<file path="src/design/lpfd_pkg.sv">
// Shared types and constants for the length-prefixed frame deframer.
// No dependencies; used by every module of the block.
`timescale 1ns / 1ps
`default_nettype none

package lpfd_pkg;

    // Deframer phase
    typedef enum logic [1:0]
    {
        PH_HEADER  = 2'd0,
        PH_PAYLOAD = 2'd1,
        PH_HALTED  = 2'd2
    } phase_t;

    // Result kinds
    localparam logic [1:0] KIND_PAYLOAD = 2'd0;
    localparam logic [1:0] KIND_EMPTY   = 2'd1;
    localparam logic [1:0] KIND_ERROR   = 2'd2;
    localparam logic [1:0] KIND_ABANDON = 2'd3;

    // Header error codes
    localparam logic [1:0] ERR_MAGIC   = 2'd0;
    localparam logic [1:0] ERR_VERSION = 2'd1;
    localparam logic [1:0] ERR_LENGTH  = 2'd2;

    // Input operations
    localparam logic OP_BYTE    = 1'b0;
    localparam logic OP_RESTART = 1'b1;

    // Configuration register indexes
    localparam int CFG_INDEX_W = 2;
    localparam int CFG_DATA_W  = 32;
    localparam logic [CFG_INDEX_W-1:0] REG_MAGIC       = 2'd0;
    localparam logic [CFG_INDEX_W-1:0] REG_VERSION_MIN = 2'd1;
    localparam logic [CFG_INDEX_W-1:0] REG_VERSION_MAX = 2'd2;
    localparam logic [CFG_INDEX_W-1:0] REG_MAX_LENGTH  = 2'd3;

    // Header byte positions (count of bytes already taken)
    localparam logic [3:0] MAGIC_END   = 4'd4;
    localparam logic [3:0] VERSION_END = 4'd6;
    localparam logic [3:0] TYPE_END    = 4'd8;
    localparam logic [3:0] HEADER_LAST = 4'd11;

    // Stream widths
    localparam int IN_TDATA_W  = 8;
    localparam int OUT_TDATA_W = 64;
    localparam int OUT_TUSER_W = 2;
    localparam int OUT_PAD_W   = 6;

    // Register reset values
    localparam logic [31:0] RST_MAGIC       = 32'd0;
    localparam logic [15:0] RST_VERSION_MIN = 16'd1;
    localparam logic [15:0] RST_VERSION_MAX = 16'd1;
    localparam logic [31:0] RST_MAX_LENGTH  = 32'd1048576;

    typedef struct packed
    {
        logic [31:0] magic_value;
        logic [15:0] version_min;
        logic [15:0] version_max;
        logic [31:0] max_length;
    } cfg_t;

    typedef struct packed
    {
        logic [1:0]  kind;
        logic [15:0] frame_type;
        logic [7:0]  payload_byte;
        logic        last;
        logic [1:0]  error_code;
        logic [31:0] frame_length;
    } result_t;

endpackage

`default_nettype wire

</file>
<file path="src/design/length_prefixed_frame_deframer_top.sv">
// Length-prefixed frame deframer: byte stream in, classified frame results out.
//
// Input stream s_*: one request per byte, s_tuser is the restart flag and s_tdata the byte.
// Each frame starts with a 12-byte big-endian header (magic, version, type, length).
// Output stream m_*: payload bytes with frame type and length, an empty-frame result,
// a header error with its code, or an abandoned-frame result on restart in mid-payload.
// m_tlast marks the last payload byte and the empty-frame result.
// Throughput: one request per cycle while the queue has room; the header check is made in the cycle
// that takes the twelfth header byte.
// Result path: each result is written to the queue, then moves to the output register
// before it shows on m_tvalid.
// Stall: results wait in a QUEUE_DEPTH-entry queue and the output register; s_tready
// drops only while the queue is full, and nothing is lost or repeated.
// Reset: rst_n clears the phase, header state, queue and output; the configuration
// registers return to magic 0, version range 1..1, length limit 1048576.
// Configuration: cfg_wen with cfg_index and cfg_wdata writes a register at once.
// Depends on lpfd_pkg, lpfd_front, lpfd_queue and lpfd_back.
`timescale 1ns / 1ps
`default_nettype none

module length_prefixed_frame_deframer_top
#(
    parameter int QUEUE_DEPTH = 4
)
(
    input  wire logic                                clk,
    input  wire logic                                rst_n,
    input  wire logic                                s_tvalid,
    output logic                                     s_tready,
    input  wire logic [lpfd_pkg::IN_TDATA_W-1:0]     s_tdata,   // [7:0] rx_byte
    input  wire logic                                s_tuser,   // [0] operation
    output logic                                     m_tvalid,
    input  wire logic                                m_tready,
    output logic [lpfd_pkg::OUT_TDATA_W-1:0]         m_tdata,   // [15:0] frame_type,
                                                                // [23:16] payload_byte,
                                                                // [25:24] error_code,
                                                                // [57:26] frame_length
    output logic [lpfd_pkg::OUT_TUSER_W-1:0]         m_tuser,   // [1:0] kind
    output logic                                     m_tlast,
    input  wire logic                                cfg_wen,
    input  wire logic [lpfd_pkg::CFG_INDEX_W-1:0]    cfg_index,
    input  wire logic [lpfd_pkg::CFG_DATA_W-1:0]     cfg_wdata
);

    lpfd_pkg::result_t front_res, head_data, out_data;
    logic              front_valid, q_space, head_valid, pop;

    lpfd_front u_front
    (
        .clk       (clk),
        .rst_n     (rst_n),
        .in_valid  (s_tvalid),
        .in_ready  (s_tready),
        .in_op     (s_tuser),
        .in_byte   (s_tdata),
        .cfg_wen   (cfg_wen),
        .cfg_index (cfg_index),
        .cfg_wdata (cfg_wdata),
        .res_space (q_space),
        .res_valid (front_valid),
        .res       (front_res)
    );

    lpfd_queue #(.DEPTH(QUEUE_DEPTH)) u_queue
    (
        .clk        (clk),
        .rst_n      (rst_n),
        .push       (front_valid),
        .push_data  (front_res),
        .space      (q_space),
        .pop        (pop),
        .head_valid (head_valid),
        .head_data  (head_data)
    );

    lpfd_back u_back
    (
        .clk        (clk),
        .rst_n      (rst_n),
        .head_valid (head_valid),
        .head_data  (head_data),
        .pop        (pop),
        .out_valid  (m_tvalid),
        .out_ready  (m_tready),
        .out_data   (out_data)
    );

    // Pack the result onto the output stream
    assign m_tdata = {{lpfd_pkg::OUT_PAD_W{1'b0}}, out_data.frame_length, out_data.error_code,
                      out_data.payload_byte, out_data.frame_type};
    assign m_tuser = out_data.kind;
    assign m_tlast = out_data.last;

endmodule

`default_nettype wire

</file>
<file path="src/design/lpfd_front.sv">
// Front end: configuration registers, header collection and checks, payload classification.
// Depends on lpfd_pkg; pushes result items into lpfd_queue.
`timescale 1ns / 1ps
`default_nettype none

module lpfd_front
(
    input  wire logic                                clk,
    input  wire logic                                rst_n,
    input  wire logic                                in_valid,
    output logic                                     in_ready,
    input  wire logic                                in_op,
    input  wire logic [7:0]                          in_byte,
    input  wire logic                                cfg_wen,
    input  wire logic [lpfd_pkg::CFG_INDEX_W-1:0]    cfg_index,
    input  wire logic [lpfd_pkg::CFG_DATA_W-1:0]     cfg_wdata,
    input  wire logic                                res_space,
    output logic                                     res_valid,
    output lpfd_pkg::result_t                        res
);

    lpfd_pkg::cfg_t   cfg_reg;
    lpfd_pkg::phase_t phase_reg, phase_next;
    logic [3:0]       count_reg, count_next;
    logic [31:0]      magic_reg, magic_next;
    logic [15:0]      version_reg, version_next;
    logic [15:0]      type_reg, type_next;
    logic [31:0]      length_reg, length_next;
    logic [31:0]      left_reg, left_next;

    logic        accept;
    logic        header_done;
    logic        last_byte;
    logic        bad_magic, bad_version, bad_length, empty_frame, header_bad;
    logic [31:0] length_shift;

    // Any request is taken while the queue has room
    assign in_ready = res_space;
    assign accept   = in_valid & res_space;

    // Configuration registers
    always_ff @(posedge clk or negedge rst_n)
    begin
        if (!rst_n)
        begin
            cfg_reg.magic_value <= lpfd_pkg::RST_MAGIC;
            cfg_reg.version_min <= lpfd_pkg::RST_VERSION_MIN;
            cfg_reg.version_max <= lpfd_pkg::RST_VERSION_MAX;
            cfg_reg.max_length  <= lpfd_pkg::RST_MAX_LENGTH;
        end
        else if (cfg_wen)
        begin
            case (cfg_index)
                lpfd_pkg::REG_MAGIC:       cfg_reg.magic_value <= cfg_wdata;
                lpfd_pkg::REG_VERSION_MIN: cfg_reg.version_min <= cfg_wdata[15:0];
                lpfd_pkg::REG_VERSION_MAX: cfg_reg.version_max <= cfg_wdata[15:0];
                lpfd_pkg::REG_MAX_LENGTH:  cfg_reg.max_length  <= cfg_wdata;
                default: ;
            endcase
        end
    end

    // Header checks, evaluated on the twelfth header byte
    always_comb
    begin
        length_shift = {length_reg[23:0], in_byte};
        header_done  = (phase_reg == lpfd_pkg::PH_HEADER) && (count_reg == lpfd_pkg::HEADER_LAST)
                       && (in_op == lpfd_pkg::OP_BYTE);
        last_byte    = (left_reg <= 32'd1);
        bad_magic    = (magic_reg != cfg_reg.magic_value);
        bad_version  = (version_reg < cfg_reg.version_min) || (version_reg > cfg_reg.version_max);
        bad_length   = (length_shift > cfg_reg.max_length);
        empty_frame  = (length_shift == 32'd0);
        header_bad   = bad_magic | bad_version | bad_length;
    end

    // Phase: next state
    always_comb
    begin
        phase_next = phase_reg;
        if (accept)
        begin
            if (in_op == lpfd_pkg::OP_RESTART)
            begin
                phase_next = lpfd_pkg::PH_HEADER;
            end
            else
            begin
                case (phase_reg)
                    lpfd_pkg::PH_PAYLOAD:
                    begin
                        if (last_byte)
                        begin
                            phase_next = lpfd_pkg::PH_HEADER;
                        end
                    end
                    lpfd_pkg::PH_HEADER:
                    begin
                        if (header_done)
                        begin
                            if (header_bad)
                                phase_next = lpfd_pkg::PH_HALTED;
                            else if (empty_frame)
                                phase_next = lpfd_pkg::PH_HEADER;
                            else
                                phase_next = lpfd_pkg::PH_PAYLOAD;
                        end
                    end
                    lpfd_pkg::PH_HALTED: phase_next = lpfd_pkg::PH_HALTED;
                    default:             phase_next = lpfd_pkg::PH_HEADER;
                endcase
            end
        end
    end

    // Header shift registers and payload byte counter
    always_comb
    begin
        count_next   = count_reg;
        magic_next   = magic_reg;
        version_next = version_reg;
        type_next    = type_reg;
        length_next  = length_reg;
        left_next    = left_reg;
        if (accept)
        begin
            if (in_op == lpfd_pkg::OP_RESTART)
            begin
                count_next   = 4'd0;
                magic_next   = 32'd0;
                version_next = 16'd0;
                type_next    = 16'd0;
                length_next  = 32'd0;
                left_next    = 32'd0;
            end
            else
            begin
                case (phase_reg)
                    lpfd_pkg::PH_PAYLOAD:
                    begin
                        if (last_byte)
                        begin
                            count_next = 4'd0;
                            left_next  = 32'd0;
                        end
                        else
                        begin
                            left_next = left_reg - 32'd1;
                        end
                    end
                    lpfd_pkg::PH_HEADER:
                    begin
                        if (count_reg < lpfd_pkg::MAGIC_END)
                            magic_next = {magic_reg[23:0], in_byte};
                        else if (count_reg < lpfd_pkg::VERSION_END)
                            version_next = {version_reg[7:0], in_byte};
                        else if (count_reg < lpfd_pkg::TYPE_END)
                            type_next = {type_reg[7:0], in_byte};
                        else
                            length_next = length_shift;

                        if (header_done)
                        begin
                            count_next = 4'd0;
                            if (!header_bad && !empty_frame)
                                left_next = length_shift;
                        end
                        else
                        begin
                            count_next = 4'(count_reg + 4'd1);
                        end
                    end
                    default: ;
                endcase
            end
        end
    end

    // Result item for this request, if any
    always_comb
    begin
        res_valid        = 1'b0;
        res              = '0;
        res.frame_type   = type_reg;
        res.frame_length = length_reg;
        if (accept)
        begin
            if (in_op == lpfd_pkg::OP_RESTART)
            begin
                if (phase_reg == lpfd_pkg::PH_PAYLOAD)
                begin
                    res_valid = 1'b1;
                    res.kind  = lpfd_pkg::KIND_ABANDON;
                end
            end
            else if (phase_reg == lpfd_pkg::PH_PAYLOAD)
            begin
                res_valid        = 1'b1;
                res.kind         = lpfd_pkg::KIND_PAYLOAD;
                res.payload_byte = in_byte;
                res.last         = last_byte;
            end
            else if (header_done)
            begin
                res_valid        = 1'b1;
                res.frame_length = length_shift;
                if (bad_magic)
                begin
                    res.kind       = lpfd_pkg::KIND_ERROR;
                    res.error_code = lpfd_pkg::ERR_MAGIC;
                end
                else if (bad_version)
                begin
                    res.kind       = lpfd_pkg::KIND_ERROR;
                    res.error_code = lpfd_pkg::ERR_VERSION;
                end
                else if (bad_length)
                begin
                    res.kind       = lpfd_pkg::KIND_ERROR;
                    res.error_code = lpfd_pkg::ERR_LENGTH;
                end
                else if (empty_frame)
                begin
                    res.kind = lpfd_pkg::KIND_EMPTY;
                    res.last = 1'b1;
                end
                else
                begin
                    res_valid = 1'b0;
                end
            end
        end
    end

    // Control state
    always_ff @(posedge clk or negedge rst_n)
    begin
        if (!rst_n)
        begin
            phase_reg   <= lpfd_pkg::PH_HEADER;
            count_reg   <= 4'd0;
            magic_reg   <= 32'd0;
            version_reg <= 16'd0;
            type_reg    <= 16'd0;
            length_reg  <= 32'd0;
            left_reg    <= 32'd0;
        end
        else
        begin
            phase_reg   <= phase_next;
            count_reg   <= count_next;
            magic_reg   <= magic_next;
            version_reg <= version_next;
            type_reg    <= type_next;
            length_reg  <= length_next;
            left_reg    <= left_next;
        end
    end

endmodule

`default_nettype wire

</file>
<file path="src/design/lpfd_queue.sv">
// Result queue between front and back end, first-word-fall-through with registered read.
// Depends on lpfd_pkg for the result item type.
`timescale 1ns / 1ps
`default_nettype none

module lpfd_queue
#(
    parameter int DEPTH = 4
)
(
    input  wire logic              clk,
    input  wire logic              rst_n,
    input  wire logic              push,
    input  wire lpfd_pkg::result_t push_data,
    output logic                   space,
    input  wire logic              pop,
    output logic                   head_valid,
    output lpfd_pkg::result_t      head_data
);

    localparam int PTR_W = $clog2(DEPTH);
    localparam int CNT_W = $clog2(DEPTH + 1);
    localparam logic [PTR_W-1:0] LAST_PTR = PTR_W'(DEPTH - 1);
    localparam logic [CNT_W-1:0] FULL_CNT = CNT_W'(DEPTH);

    lpfd_pkg::result_t mem [DEPTH];
    lpfd_pkg::result_t head_reg;
    logic [PTR_W-1:0]  wr_ptr_reg, wr_ptr_next;
    logic [PTR_W-1:0]  rd_ptr_reg, rd_ptr_next;
    logic [CNT_W-1:0]  count_reg, count_next;
    logic              do_push, do_pop;

    assign space      = (count_reg != FULL_CNT);
    assign head_valid = (count_reg != '0);
    assign head_data  = head_reg;
    assign do_push    = push & space;
    assign do_pop     = pop & head_valid;

    // Pointer and count update
    always_comb
    begin
        wr_ptr_next = wr_ptr_reg;
        rd_ptr_next = rd_ptr_reg;
        if (do_push)
            wr_ptr_next = (wr_ptr_reg == LAST_PTR) ? '0 : PTR_W'(wr_ptr_reg + 1'b1);
        if (do_pop)
            rd_ptr_next = (rd_ptr_reg == LAST_PTR) ? '0 : PTR_W'(rd_ptr_reg + 1'b1);
        case ({do_push, do_pop})
            2'b10:   count_next = CNT_W'(count_reg + 1'b1);
            2'b01:   count_next = CNT_W'(count_reg - 1'b1);
            default: count_next = count_reg;
        endcase
    end

    always_ff @(posedge clk or negedge rst_n)
    begin
        if (!rst_n)
        begin
            wr_ptr_reg <= '0;
            rd_ptr_reg <= '0;
            count_reg  <= '0;
        end
        else
        begin
            wr_ptr_reg <= wr_ptr_next;
            rd_ptr_reg <= rd_ptr_next;
            count_reg  <= count_next;
        end
    end

    // Storage; the head register reads the next head, bypassing a write to that slot
    always_ff @(posedge clk)
    begin
        if (do_push)
            mem[wr_ptr_reg] <= push_data;
        if (do_push && (wr_ptr_reg == rd_ptr_next))
            head_reg <= push_data;
        else
            head_reg <= mem[rd_ptr_next];
    end

endmodule

`default_nettype wire

</file>
<file path="src/design/lpfd_back.sv">
// Back end: output register that presents queued result items to the receiver.
// Depends on lpfd_pkg for the result item type.
`timescale 1ns / 1ps
`default_nettype none

module lpfd_back
(
    input  wire logic              clk,
    input  wire logic              rst_n,
    input  wire logic              head_valid,
    input  wire lpfd_pkg::result_t head_data,
    output logic                   pop,
    output logic                   out_valid,
    input  wire logic              out_ready,
    output lpfd_pkg::result_t      out_data
);

    logic              valid_reg, valid_next;
    lpfd_pkg::result_t data_reg;

    // Load when the register is empty or its item goes this cycle
    always_comb
    begin
        pop        = head_valid & (~valid_reg | out_ready);
        valid_next = valid_reg;
        if (pop)
            valid_next = 1'b1;
        else if (out_ready)
            valid_next = 1'b0;
    end

    always_ff @(posedge clk or negedge rst_n)
    begin
        if (!rst_n)
            valid_reg <= 1'b0;
        else
            valid_reg <= valid_next;
    end

    always_ff @(posedge clk)
    begin
        if (pop)
            data_reg <= head_data;
    end

    assign out_valid = valid_reg;
    assign out_data  = data_reg;

endmodule

`default_nettype wire

</file>
<file path="config.mk">
export PLATFORM = sky130hd
export DESIGN_NAME = length_prefixed_frame_deframer_top
export DESIGN_NICKNAME = d
export VERILOG_FILES = /design/src/design/lpfd_pkg.sv /design/src/design/length_prefixed_frame_deframer_top.sv /design/src/design/lpfd_front.sv /design/src/design/lpfd_queue.sv /design/src/design/lpfd_back.sv
export SDC_FILE = /design/constraint.sdc
export NUM_CORES = 1
export LEC_CHECK = 0
export ABC_AREA = 1
export BUFFER_PORTS_ARGS = -buffer_cell sky130_fd_sc_hd__buf_2
export CAP_MARGIN = 0
export CORE_MARGIN = 1.5
export CORE_UTILIZATION = 40
export DETAILED_ROUTE_END_ITERATION = 12
export GPL_ROUTABILITY_DRIVEN = 0
export PLACE_DENSITY = 0.54
export SLEW_MARGIN = 20
export SYNTH_ARGS = -nofsm -noshare
export SYNTH_HDL_FRONTEND = slang
export SYNTH_SLANG_ARGS = --single-unit
export TNS_END_PERCENT = 5
</file>
<file path="constraint.sdc">
create_clock -name clk -period 5.7 [get_ports clk]
set_clock_uncertainty 0.05 [all_clocks]
set_input_delay 0.285 -clock clk [delete_from_list [all_inputs] [get_ports clk]]
set_output_delay 0.285 -clock clk [all_outputs]
set_load 0.01 [all_outputs]
</file>
==> results of run 1 <==
[power by group through the flow]
stage	Clock, µW	Combinational, µW	Sequential [µW]
after floorplan	0	3100	5900
after global placement	0	4500	5950
after detailed placement	0	4580	5980
after CTS	3720	4610	5910
after global routing	3890	5170	6010
final	3660	4570	5900
[cells by family (layout without fill, tap and decap cells)]
kind of cell	count (synthesis)	in the layout
xor gates and xnor gates	51	51
adders and majority gates	73	73
other	1	6
buffers and inverters	326	473
DFF	545	545
and+or+nand+nor	786	786
AOI/OAI and AO/OA	500	500
[per-layer routing]
metal / part of all wire (%) / up-vias / wire length [µm] / track usage (%)
met5: 0 / - / 0 / 0
met4: 2.0 / 0 / 1210 / 4.76
met3: 4.9 / 86 / 3020 / 2.90
met2: 46 / 406 / 28500 / 32.0
met1: 47 / 8087 / 28600 / 29.0
li1: - / 7999 / - / -
[how the worst min path moves through the flow]
stage | cells past startpoint | from | endpoint
global route | 3 | cfg_wdata[10] | u_front.cfg_reg[42]
detailed placement | 2 | u_front.left_reg[1] | u_front.left_reg[1]
CTS | 3 | cfg_wdata[10] | u_front.cfg_reg[42]
global placement | 1 | rst_n | u_front.left_reg[10]
finish | 3 | cfg_wdata[26] | u_front.cfg_reg[90]
floorplan | 0 | rst_n | u_back.out_valid
[cell usage after synthesis, types with 4 or more instances]
master	number	area (µm²)
or2_2	6	37.5
o21a_1	4	30.0
buf_6	4	45.0
o21ai_0	309	1550
buf_4	11	82.6
buf_2	17	85.1
nor2_2	7	43.8
o21ai_1	6	30.0
nor2_1	238	893
clkbuf_1	75	282
nand3_1	107	536
nand4_1	19	119
nor3_1	11	55.1
xor2_1	19	166
ha_1	72	901
nand2_1	372	1400
dfrtp_1	235	5880
edfxtp_1	305	9160
inv_1	208	781
nand2_4	5	56.3
a21oi_1	48	240
xnor2_1	32	280
o22ai_1	123	769
inv_2	8	30.0
nand2_2	4	25.0
[what timing repair did]
item | CTS | global route
hold buffers | 20 | 1
resized for setup | 0 | 0
hold endpoints to repair | 151 | 1
[metrics by stage]
stage / area, µm² / hold slack, ps / setup slack, ps / instances / utilization, %
4_1_cts: 27200 / 4.26 / 1920 / 3206 / 46.1
2_1_floorplan: 23900 / -60.6 / 911 / 2287 / -
3_3_place_gp: 25200 / 402 / 1970 / 3080 / 42.6
5_1_grt: 27300 / 1.68 / 1590 / 3207 / 46.2
3_5_place_dp: 25200 / 412 / 1950 / 3080 / 42.6
6_report: 27300 / 18.6 / 1970 / 3207 / 46.2
[cells in the final DEF (no fill, tap or decap), types with 20 or more instances in the layout]
master,n
nor2_1,233
xnor2_1,32
ha_1,72
nand3_1,103
dfrtp_1,235
nand2_1,371
clkbuf_16,58
buf_2,109
a21oi_1,48
edfxtp_1,305
o22ai_1,123
inv_1,207
clkbuf_1,20
dlygate4sd3_1,21
o21ai_0,309
[cell type report]
type | count | area (µm²)
Multi-Input combinational cell | 1416 | 7500
Inverter | 216 | 811
Timing Repair Buffer | 151 | 946
Clock buffer | 92 | 1720
Sequential cell | 545 | 15200
Tap cell | 773 | 967
Fill cell | 5579 | 31800
Clock inverter | 14 | 150
[tightest hold or removal path: cells and delay by family]
family	cells	cell delay, ps
AO/OA/AOI/OAI	1	200
buffers and inverters	2	180
==> metrics.txt, run 1 <==
run status finished clean; starting utilization of the core area between 40% and 50%; time the final worst path needs with I/O delays and setup between 3000 and 4000 ps; average detailed-routed wire length per instance approximately 19 µm; max-capacitance violation count 0; global-route wire length before repair 94.6 mm; Die Footprint around 60000 µm²; largest stage delay on the critical path between 700 and 800 ps; area added between synthesis and finish 14.0%; area share of and/or/nand/nor cells after synthesis about 14%; CP Class reg -> reg; mapped cell area 23900 µm²; vertical die dimension between 200 and 250 µm; proportion of synthesized chip area in sequential cells 63.4%; diodes inserted 0; remaining global-route overflow 0; origin of the worst setup path u_front.cfg_reg[31]; total power density per cell area just over 500 nW/µm²; depth of the most critical reg-to-reg path 15; startpoint of the most critical register-to-register path u_front.cfg_reg[31]; multiplexer area fraction after synthesis 0%; flip-flop count of the largest register, all copies and words added ~240; Worst Tran Pin Value roughly 1000 ps; count of boundary I/O pins 117; compound-cell area share of the yosys netlist between 10% and 20%; number of standard cells after synthesis 2282; RSZ-0062 raised after global routing no; starting DRC count in detailed routing 1166; DRC violations left 0; maximum root-to-sink buffer count 3; library cell used as clock root buffer clkbuf_16; Port Buffer Count 110; most common cell type on the critical path nand2_1; final critical-path share of the clock period around two thirds; Sequential Power Share a little over two fifths; core area ~60000 µm²; HPWL reported at the end of detailed placement 41.0 mm; CP bufs+invs 3; switching part of the total a little under two fifths; # nets final around 2500; worst slew slack as a fraction of its limit 29.8%; total number of yosys warnings 0; post-synthesis async set-or-reset flop share 43.7%; accumulated negative setup slack 0 ps; largest family of logic cells by synthesized area simple AND/OR/NAND/NOR gates; max-slew violation total from the final report 0; fraction of final layout cells with drive strength greater than 1 between 10% and 20%; clock latency on the worst-skew pair between 600 and 700 ps; part of the total power dissipated in the clock network about a quarter; capturing instance or port of the critical path u_queue.mem[1][37]; maximum number of pins on one net before global-route repair roughly 120; largest fanout on the critical path 29; number of clock sinks between 500 and 600; leakage approximately 0.011 µW; family with the most delay on the worst path simple AND/OR/NAND/NOR gates; mean instance size in the synthesized netlist roughly 10 µm²; Row Count 89; kind of launch point of the worst setup path flop; total setup violations reported at the end of the flow 0; P_sw 5230 µW; adder-cell share of the synthesized area approximately 3.9%; class of the tightest hold or removal check in -> reg; total vias in the final route approximately 17000; sum of internal, switching and leakage power ~14000 µW; die span in x between 200 and 250 µm; peak clock frequency supported by timing between 0.2 and 0.3 GHz; total stage count of the critical path 15; crit end category flop; endpoint of the most critical register-to-register path u_queue.mem[1][37]; H-tree depth 2; overall routing resource usage 20.1%; Post-synth EDFFs roughly 310; number of detailed-routing iterations run before antenna repair 5; antenna violation net count after detailed routing 0; WP data required 5960 ps; flop and latch count out of synthesis 545; number of antenna violations at the first check in global routing 1; Int Power slightly below 9000 µW; number of setup buffers added after CTS 0; dominant synthesized flop cell edfxtp_1; ordered cell list for the critical path inv_1 -> ha_1 -> nand2_1 -> nor2_1 -> nand2_1 -> nor4_2 -> nand2_1 -> nand2_1 -> nand2_1 -> nand3_2 -> nand2_1 -> nand2_1 -> inv_1 -> nor2_4 -> buf_4; highest ir drop seen on vdd roughly 260 µV; TritonCTS clock tree done; Clock Pin Slew Worst Setup and Hold Paths approximately 60 ps; Final Hold Violating Endpoints 0; xor and xnor area share after synthesis ~1.9%; logic gate share of total power between 30 and 40%; post-detailed-route via-to-cell ratio between 5 and 6; cell with the largest stage delay on the worst path nor2_4; worst endpoint data arrival time between 3000 and 4000 ps; via count of the first global-routing pass 15900; post-synthesis cell type count 46; clock buffer count from CTS 56; flop2flop setup slack roughly 2000 ps; Routed Wire Length slightly above 60 mm
No activity file was read; power rests on OpenSTA's default activity.
==> inputs of run 2 (changes only) <==
--- a/config.mk
+++ b/config.mk
@@ -12,7 +12,7 @@
 export CORE_UTILIZATION = 40
 export DETAILED_ROUTE_END_ITERATION = 12
 export GPL_ROUTABILITY_DRIVEN = 0
-export PLACE_DENSITY = 0.54
+export PLACE_DENSITY = 0.56
 export SLEW_MARGIN = 20
 export SYNTH_ARGS = -nofsm -noshare
 export SYNTH_HDL_FRONTEND = slang
==> constraint.sdc (replaced) <==
create_clock -name clk -period 3.3 [get_ports clk]
set_clock_uncertainty 0.05 [all_clocks]
set_input_delay 0.165 -clock clk [delete_from_list [all_inputs] [get_ports clk]]
set_output_delay 0.165 -clock clk [all_outputs]
set_load 0.01 [all_outputs]
==> run 2 against run 1 <==
Net effect: critical path depth is 2 higher; total power is 77% higher; combinational power is 83% higher; sequential cell count stayed put; critical path type unchanged.
==> metrics.txt, run 2 (synthesis results as in run 1) <==
highest ir drop seen on vdd 516 µV (+97%); clock buffer count from CTS 58 (+3.6%); vertical die dimension 247 µm (unchanged); area added between synthesis and finish 18.6%; time the final worst path needs with I/O delays and setup 3090 ps (-636 ps); Final Hold Violating Endpoints 0 (unchanged); remaining global-route overflow 0 (unchanged); WP data required 3760 ps (-2200 ps); number of detailed-routing iterations run before antenna repair 5 (unchanged); worst endpoint data arrival time 3560 ps (-430 ps); leakage 0.0119 µW (+4.5%); global-route wire length before repair 96.6 mm (+2.1%); run status finished clean; Routed Wire Length 61.5 mm (+0.29%); cell with the largest stage delay on the worst path dfrtp_1; diodes inserted 0 (unchanged); commonest cells after routing, fill and taps aside nand2_1 (368), o21ai_0 (308), edfxtp_1 (305), dfrtp_1 (235), nor2_1 (231); count of boundary I/O pins 117 (unchanged); class of the tightest hold or removal check in -> reg; DRC violations left 0 (unchanged); crit end category flop; final critical-path share of the clock period 93.7% (+28 points); Worst Tran Pin Value 919 ps (-123 ps); CP Class reg -> reg; starting utilization of the core area 40.5% (unchanged); overall routing resource usage 20.4% (+0.30 points); total vias in the final route 17100 (+3.0%); flip-flop count of the largest register, all copies and words added 244 (unchanged); peak clock frequency supported by timing 0.323 GHz (+21%); HPWL reported at the end of detailed placement 42.2 mm (+3.0%); maximum number of pins on one net before global-route repair 123 (-0.81%); largest fanout on the critical path 3 (-90%); kind of launch point of the worst setup path flop; post-detailed-route via-to-cell ratio 5.18 (+0.28%); # nets final 2594 (+3.5%); starting DRC count in detailed routing 1138 (-2.4%); H-tree depth 2 (unchanged); Row Count 89 (unchanged); Port Buffer Count 110 (unchanged); antenna violation net count after detailed routing 0 (unchanged); clock latency on the worst-skew pair 630 ps (about the same); largest stage delay on the critical path 410 ps (-370 ps); total power density per cell area 884 nW/µm² (+71%); Clock Pin Slew Worst Setup and Hold Paths 60 ps (about the same); number of antenna violations at the first check in global routing 1 (unchanged); ordered cell list for the critical path ha_1 -> nand2_1 -> nor2_2 -> nand2_2 -> nor4_4 -> nand4_1 -> nand2_2 -> nand3_4 -> nand2_4 -> nand2_1 -> inv_1 -> ha_1 -> inv_1 -> fa_2 -> a21oi_2 -> o21ai_1 -> xor2_1; most common library cell in the layout ignoring fill and taps nand2_1; average detailed-routed wire length per instance 18.7 µm (-2.4%); max-capacitance violation count 0 (unchanged); TritonCTS clock tree done; Die Footprint 61200 µm² (unchanged); library cell used as clock root buffer clkbuf_16; Final Util 48.0% (+1.8 points); worst slew slack as a fraction of its limit 38.1% (+8.3 points); minimum hold slack 19.7 ps (+1.09 ps); CP bufs+invs 2 (-1); max-slew violation total from the final report 0 (unchanged); family with the most delay on the worst path simple AND/OR/NAND/NOR gates; maximum root-to-sink buffer count 3 (unchanged); total setup violations reported at the end of the flow 0 (unchanged); core area 59000 µm² (unchanged); number of clock sinks 545 (unchanged); die span in x 247 µm (unchanged); fraction of final layout cells with drive strength greater than 1 13.9% (+2.5 points); via count of the first global-routing pass 16700 (+4.9%)
-- run 2: cell types whose count changed in the layout (fill, tap and decap cells not counted), moves of 3 or more --
cell,change
buf_12,+22
buf_4,+42
bufinv_16,+4
clkbuf_1,-9
clkbuf_8,-7
clkinv_1,+10
clkinv_2,+4
dlygate4sd3_1,+21
nand2_1,-3
-- run 2: routing by layer --
layer  vias up  GRT usage, %  wire length, µm
li1       8194             -                -
met1      8357          28.8            28200
met2       423          32.6            28800
met3       104          3.21             2990
met4         2          5.83             1520
met5         -             0               11
-- run 2: worst paths after layout --
path                       depth (start not counted)  slack [ps]                   start                 endpoint
max                                               17         210  u_front.length_reg[21]     u_queue.count_reg[2]
min                                                3          20              s_tdata[3]    u_front.length_reg[3]
max reg2reg                                       17         210  u_front.length_reg[21]     u_queue.count_reg[2]
min reg2reg                                        2         430     u_front.left_reg[1]      u_front.left_reg[1]
max in group asynchronous                          3        2060                   rst_n      u_front.cfg_reg[48]
min in group asynchronous                          2         180                   rst_n  u_front.version_reg[11]
-- run 2: area by class of cell --
type	instances	area, µm²
multi-input combinational	1416	7540
fill	5430	30700
sequential	545	15200
timing repair buffer	236	1910
tap	773	967
inverter	216	811
clock buffer	78	1640
clock inverter	31	310
-- run 2: worst reg2reg max path: cells and delay by family, from the launching register on --
| family | cells | cell delay, ps |
|---|---|---|
| DFF | 1 | 410 |
| xor gates and xnor gates | 1 | 140 |
| and+or+nand+nor | 9 | 1240 |
| buffers and inverters | 2 | 150 |
| adders and majority gates | 3 | 800 |
| AOI/OAI and AO/OA | 2 | 210 |
-- run 2: what timing repair did --
item | CTS | global route
hold endpoints to repair | 203 | 0
setup buffers | 0 | 2
hold buffers | 42 | 0
gates resized for setup | 3 | 11
pin swaps | 0 | 7
endpoints found under the setup margin | 1 | 1
-- run 2: metrics by stage --
stage                     instance area (µm²)  setup TNS [ps]  setup WS (ps)  cells  total power, µW
after detailed placement                25900           -48.7          -48.7   3142            18500
after floorplan                         23900         -120340           -493   2287            15500
after global routing                    28300           -5.28          -5.28   3295            26700
final                                   28300               0            207   3295            25000
after CTS                               28300               0           20.4   3293            25200
after global placement                  25900               0           22.9   3142            18300
-- run 2: power by group --
part / switching [µW] / total, µW / internal, µW / leakage [µW]
registers: 1010 / 10100 / 9080 / 0.00596
clock network: 2710 / 6590 / 3880 / 0.000963
logic: 5390 / 8370 / 2970 / 0.00498
total: 9120 / 25000 / 15900 / 0.0119
==> inputs of run 3 (changes only) <==
--- a/config.mk
+++ b/config.mk
@@ -12,7 +12,6 @@
 export CORE_UTILIZATION = 40
 export DETAILED_ROUTE_END_ITERATION = 12
 export GPL_ROUTABILITY_DRIVEN = 0
-export PLACE_DENSITY = 0.56
 export SLEW_MARGIN = 20
 export SYNTH_ARGS = -nofsm -noshare
 export SYNTH_HDL_FRONTEND = slang
==> run 3 against run 2 <==
Net effect: first-iteration DRC count rose by 3.7%; final area is 1.0% lower; core utilization decreased by 0.50 points; sequential cell count unchanged; die area unchanged; maximum frequency is 1.9% lower; register-to-register slack worse by 60 ps; clock power up 3%; global-route usage down 0.69 points; combinational power is 2% lower; largest cell class unchanged; total power up 0.28%; critical path type unchanged; worst hold slack improved by 37 ps.
==> metrics.txt, run 3 (synthesis results as in run 1) <==
DRC violations left 0 (unchanged); post-placement worst setup slack -31.7 ps (+16.9 ps); Finished Layout Cells 3268 (-0.82%); fraction of final layout cells with drive strength greater than 1 13.4% (-0.52 points); global-route wire length before repair 93.4 mm (-3.3%); time the final worst path needs with I/O delays and setup 3150 ps (+60.9 ps); Routed Wire Length 59.9 mm (-2.5%); number of clock sinks 545 (unchanged); part of the total power dissipated in the clock network 27.0% (+0.7 points); class of the tightest hold or removal check in -> reg; maximum root-to-sink buffer count 3 (unchanged); CP Class reg -> reg; remaining global-route overflow 0 (unchanged); Port Buffer Count 110 (unchanged); Final Hold Violating Endpoints 0 (unchanged); total vias in the final route 16900 (-1.3%); max-slew violation total from the final report 0 (unchanged); crit end category flop; kind of launch point of the worst setup path flop; cell with the largest stage delay on the worst path dfrtp_1; RSZ-0062 raised after global routing no; worst slew slack as a fraction of its limit 31.4% (-6.7 points); final critical-path share of the clock period 95.6% (+1.8 points); largest fanout on the critical path 3 (unchanged); minimum hold slack 57.1 ps (+37.4 ps); vertical die dimension 247 µm (unchanged); area added between synthesis and finish 17.4%; total setup violations reported at the end of the flow 0 (unchanged); CP bufs+invs 2 (unchanged); via count of the first global-routing pass 16500 (-1.5%); flip-flop count of the largest register, all copies and words added 244 (unchanged); maximum number of pins on one net before global-route repair 89 (-28%); max-capacitance violation count 0 (unchanged); Int Power 16100 µW (+0.86%); leakage 0.0118 µW (-1.2%); commonest cells after routing, fill and taps aside nand2_1 (367), o21ai_0 (307), edfxtp_1 (305), dfrtp_1 (235), nor2_1 (231); Row Count 89 (unchanged); Die Footprint 61200 µm² (unchanged); Worst Tran Pin Value 1020 ps (+99.5 ps); number of detailed-routing iterations run before antenna repair 6 (+1); highest ir drop seen on vdd 609 µV (+18%); overall routing resource usage 19.7% (-0.69 points); starting utilization of the core area 40.5% (unchanged); WP data required 3730 ps (-30 ps); most common cell type on the critical path nand2_2; family with the most delay on the worst path simple AND/OR/NAND/NOR gates; antenna violation net count after detailed routing 0 (unchanged); logic gate share of total power 32.6% (-0.8 points); clock latency on the worst-skew pair 620 ps (about the same); count of boundary I/O pins 117 (unchanged); number of antenna violations at the first check in global routing 1 (unchanged); sum of internal, switching and leakage power 25100 µW (+0.28%); run status finished clean; worst endpoint data arrival time 3590 ps (+30 ps); peak clock frequency supported by timing 0.317 GHz (-1.9%); Worst Slack Setup Final 146 ps (-60.9 ps); TritonCTS clock tree done; total power density per cell area 896 nW/µm² (+1.3%); Inst Count DP 3118 (-0.76%); most common library cell in the layout ignoring fill and taps nand2_1; clock buffer count from CTS 57 (-1.7%); switching part of the total 36.0% (-0.37 points); core area 59000 µm² (unchanged); post-detailed-route via-to-cell ratio 5.16 (-0.52%); average detailed-routed wire length per instance 18.3 µm (-1.7%); Sequential Power Share 40.4% (about the same); HPWL reported at the end of detailed placement 40.3 mm (-4.7%); ordered cell list for the critical path ha_1 -> nand2_1 -> nor2_2 -> nand2_2 -> nor4_4 -> nand4_1 -> nand2_2 -> nand3_2 -> nand2_2 -> nand2_2 -> inv_2 -> ha_1 -> inv_1 -> fa_2 -> a21oi_2 -> o21ai_1 -> xor2_1; library cell used as clock root buffer clkbuf_16; P_sw 9050 µW (-0.74%); die span in x 247 µm (unchanged); largest stage delay on the critical path 390 ps (-20 ps); starting DRC count in detailed routing 1180 (+3.7%); Clock Pin Slew Worst Setup and Hold Paths 60 ps (about the same); # nets final 2568 (-1.0%); H-tree depth 2 (unchanged)
-- run 3: final timing paths --
kind	start	to	slack [ps]	depth (start not counted)
max	u_front.length_reg[23]	u_queue.count_reg[2]	150	17
min in group asynchronous	rst_n	u_front.cfg_reg[61]	80	2
min reg2reg	u_front.left_reg[1]	u_front.left_reg[1]	420	2
max reg2reg	u_front.length_reg[23]	u_queue.count_reg[2]	150	17
min	s_tdata[0]	u_front.length_reg[0]	60	4
max in group asynchronous	rst_n	u_front.magic_reg[31]	2190	3
-- run 3: area by class of cell --
cell class,count,area (µm²)
multi-input combinational,1416,7520
clock buffer,82,1680
inverter,216,811
clock inverter,23,358
sequential,545,15200
antenna,2,5.00
tap,773,967
fill,5387,31000
timing repair buffer,211,1540
-- run 3: worst min-delay path, delay by kind of cell --
| kind | cells | cell delay [ps] |
|---|---|---|
| buffers and inverters | 3 | 430 |
| AOI/OAI and AO/OA | 1 | 70 |
-- run 3: layer usage --
layer | global-route usage (%) | routed length (µm) | vias to the layer above
met4 | 5.03 | 1340 | 0
li1 | - | - | 8114
met2 | 32.2 | 27900 | 458
met3 | 3.03 | 3480 | 90
met5 | 0 | 0 | -
met1 | 27.5 | 27200 | 8190
-- run 3: metrics by stage --
stage	TNS (ps)	util [%]	cell area, µm²
detailed placement	-31.7	43.2	25500
floorplan	-120340	-	23900
global route	0	47.5	28000
CTS	0	47.4	28000
finish	0	47.5	28000
global placement	0	43.2	25500
-- run 3: power by group through the flow --
stage	Clock, µW	Combinational (µW)	Sequential, µW
after detailed placement	0	8100	10300
after floorplan	0	5370	10200
after global placement	0	7900	10200
final	6790	8180	10100
after global routing	7220	9250	10300
after CTS	6940	8180	10100
-- run 3: what timing repair did --
item / in CTS / in global routing
hold buffers: 42 / 0
hold endpoints to repair: 187 / 0
pin swaps: 0 / 4
buffers inserted: 0 / 1
resized for setup: 3 / 11
setup endpoints to repair: 1 / 2
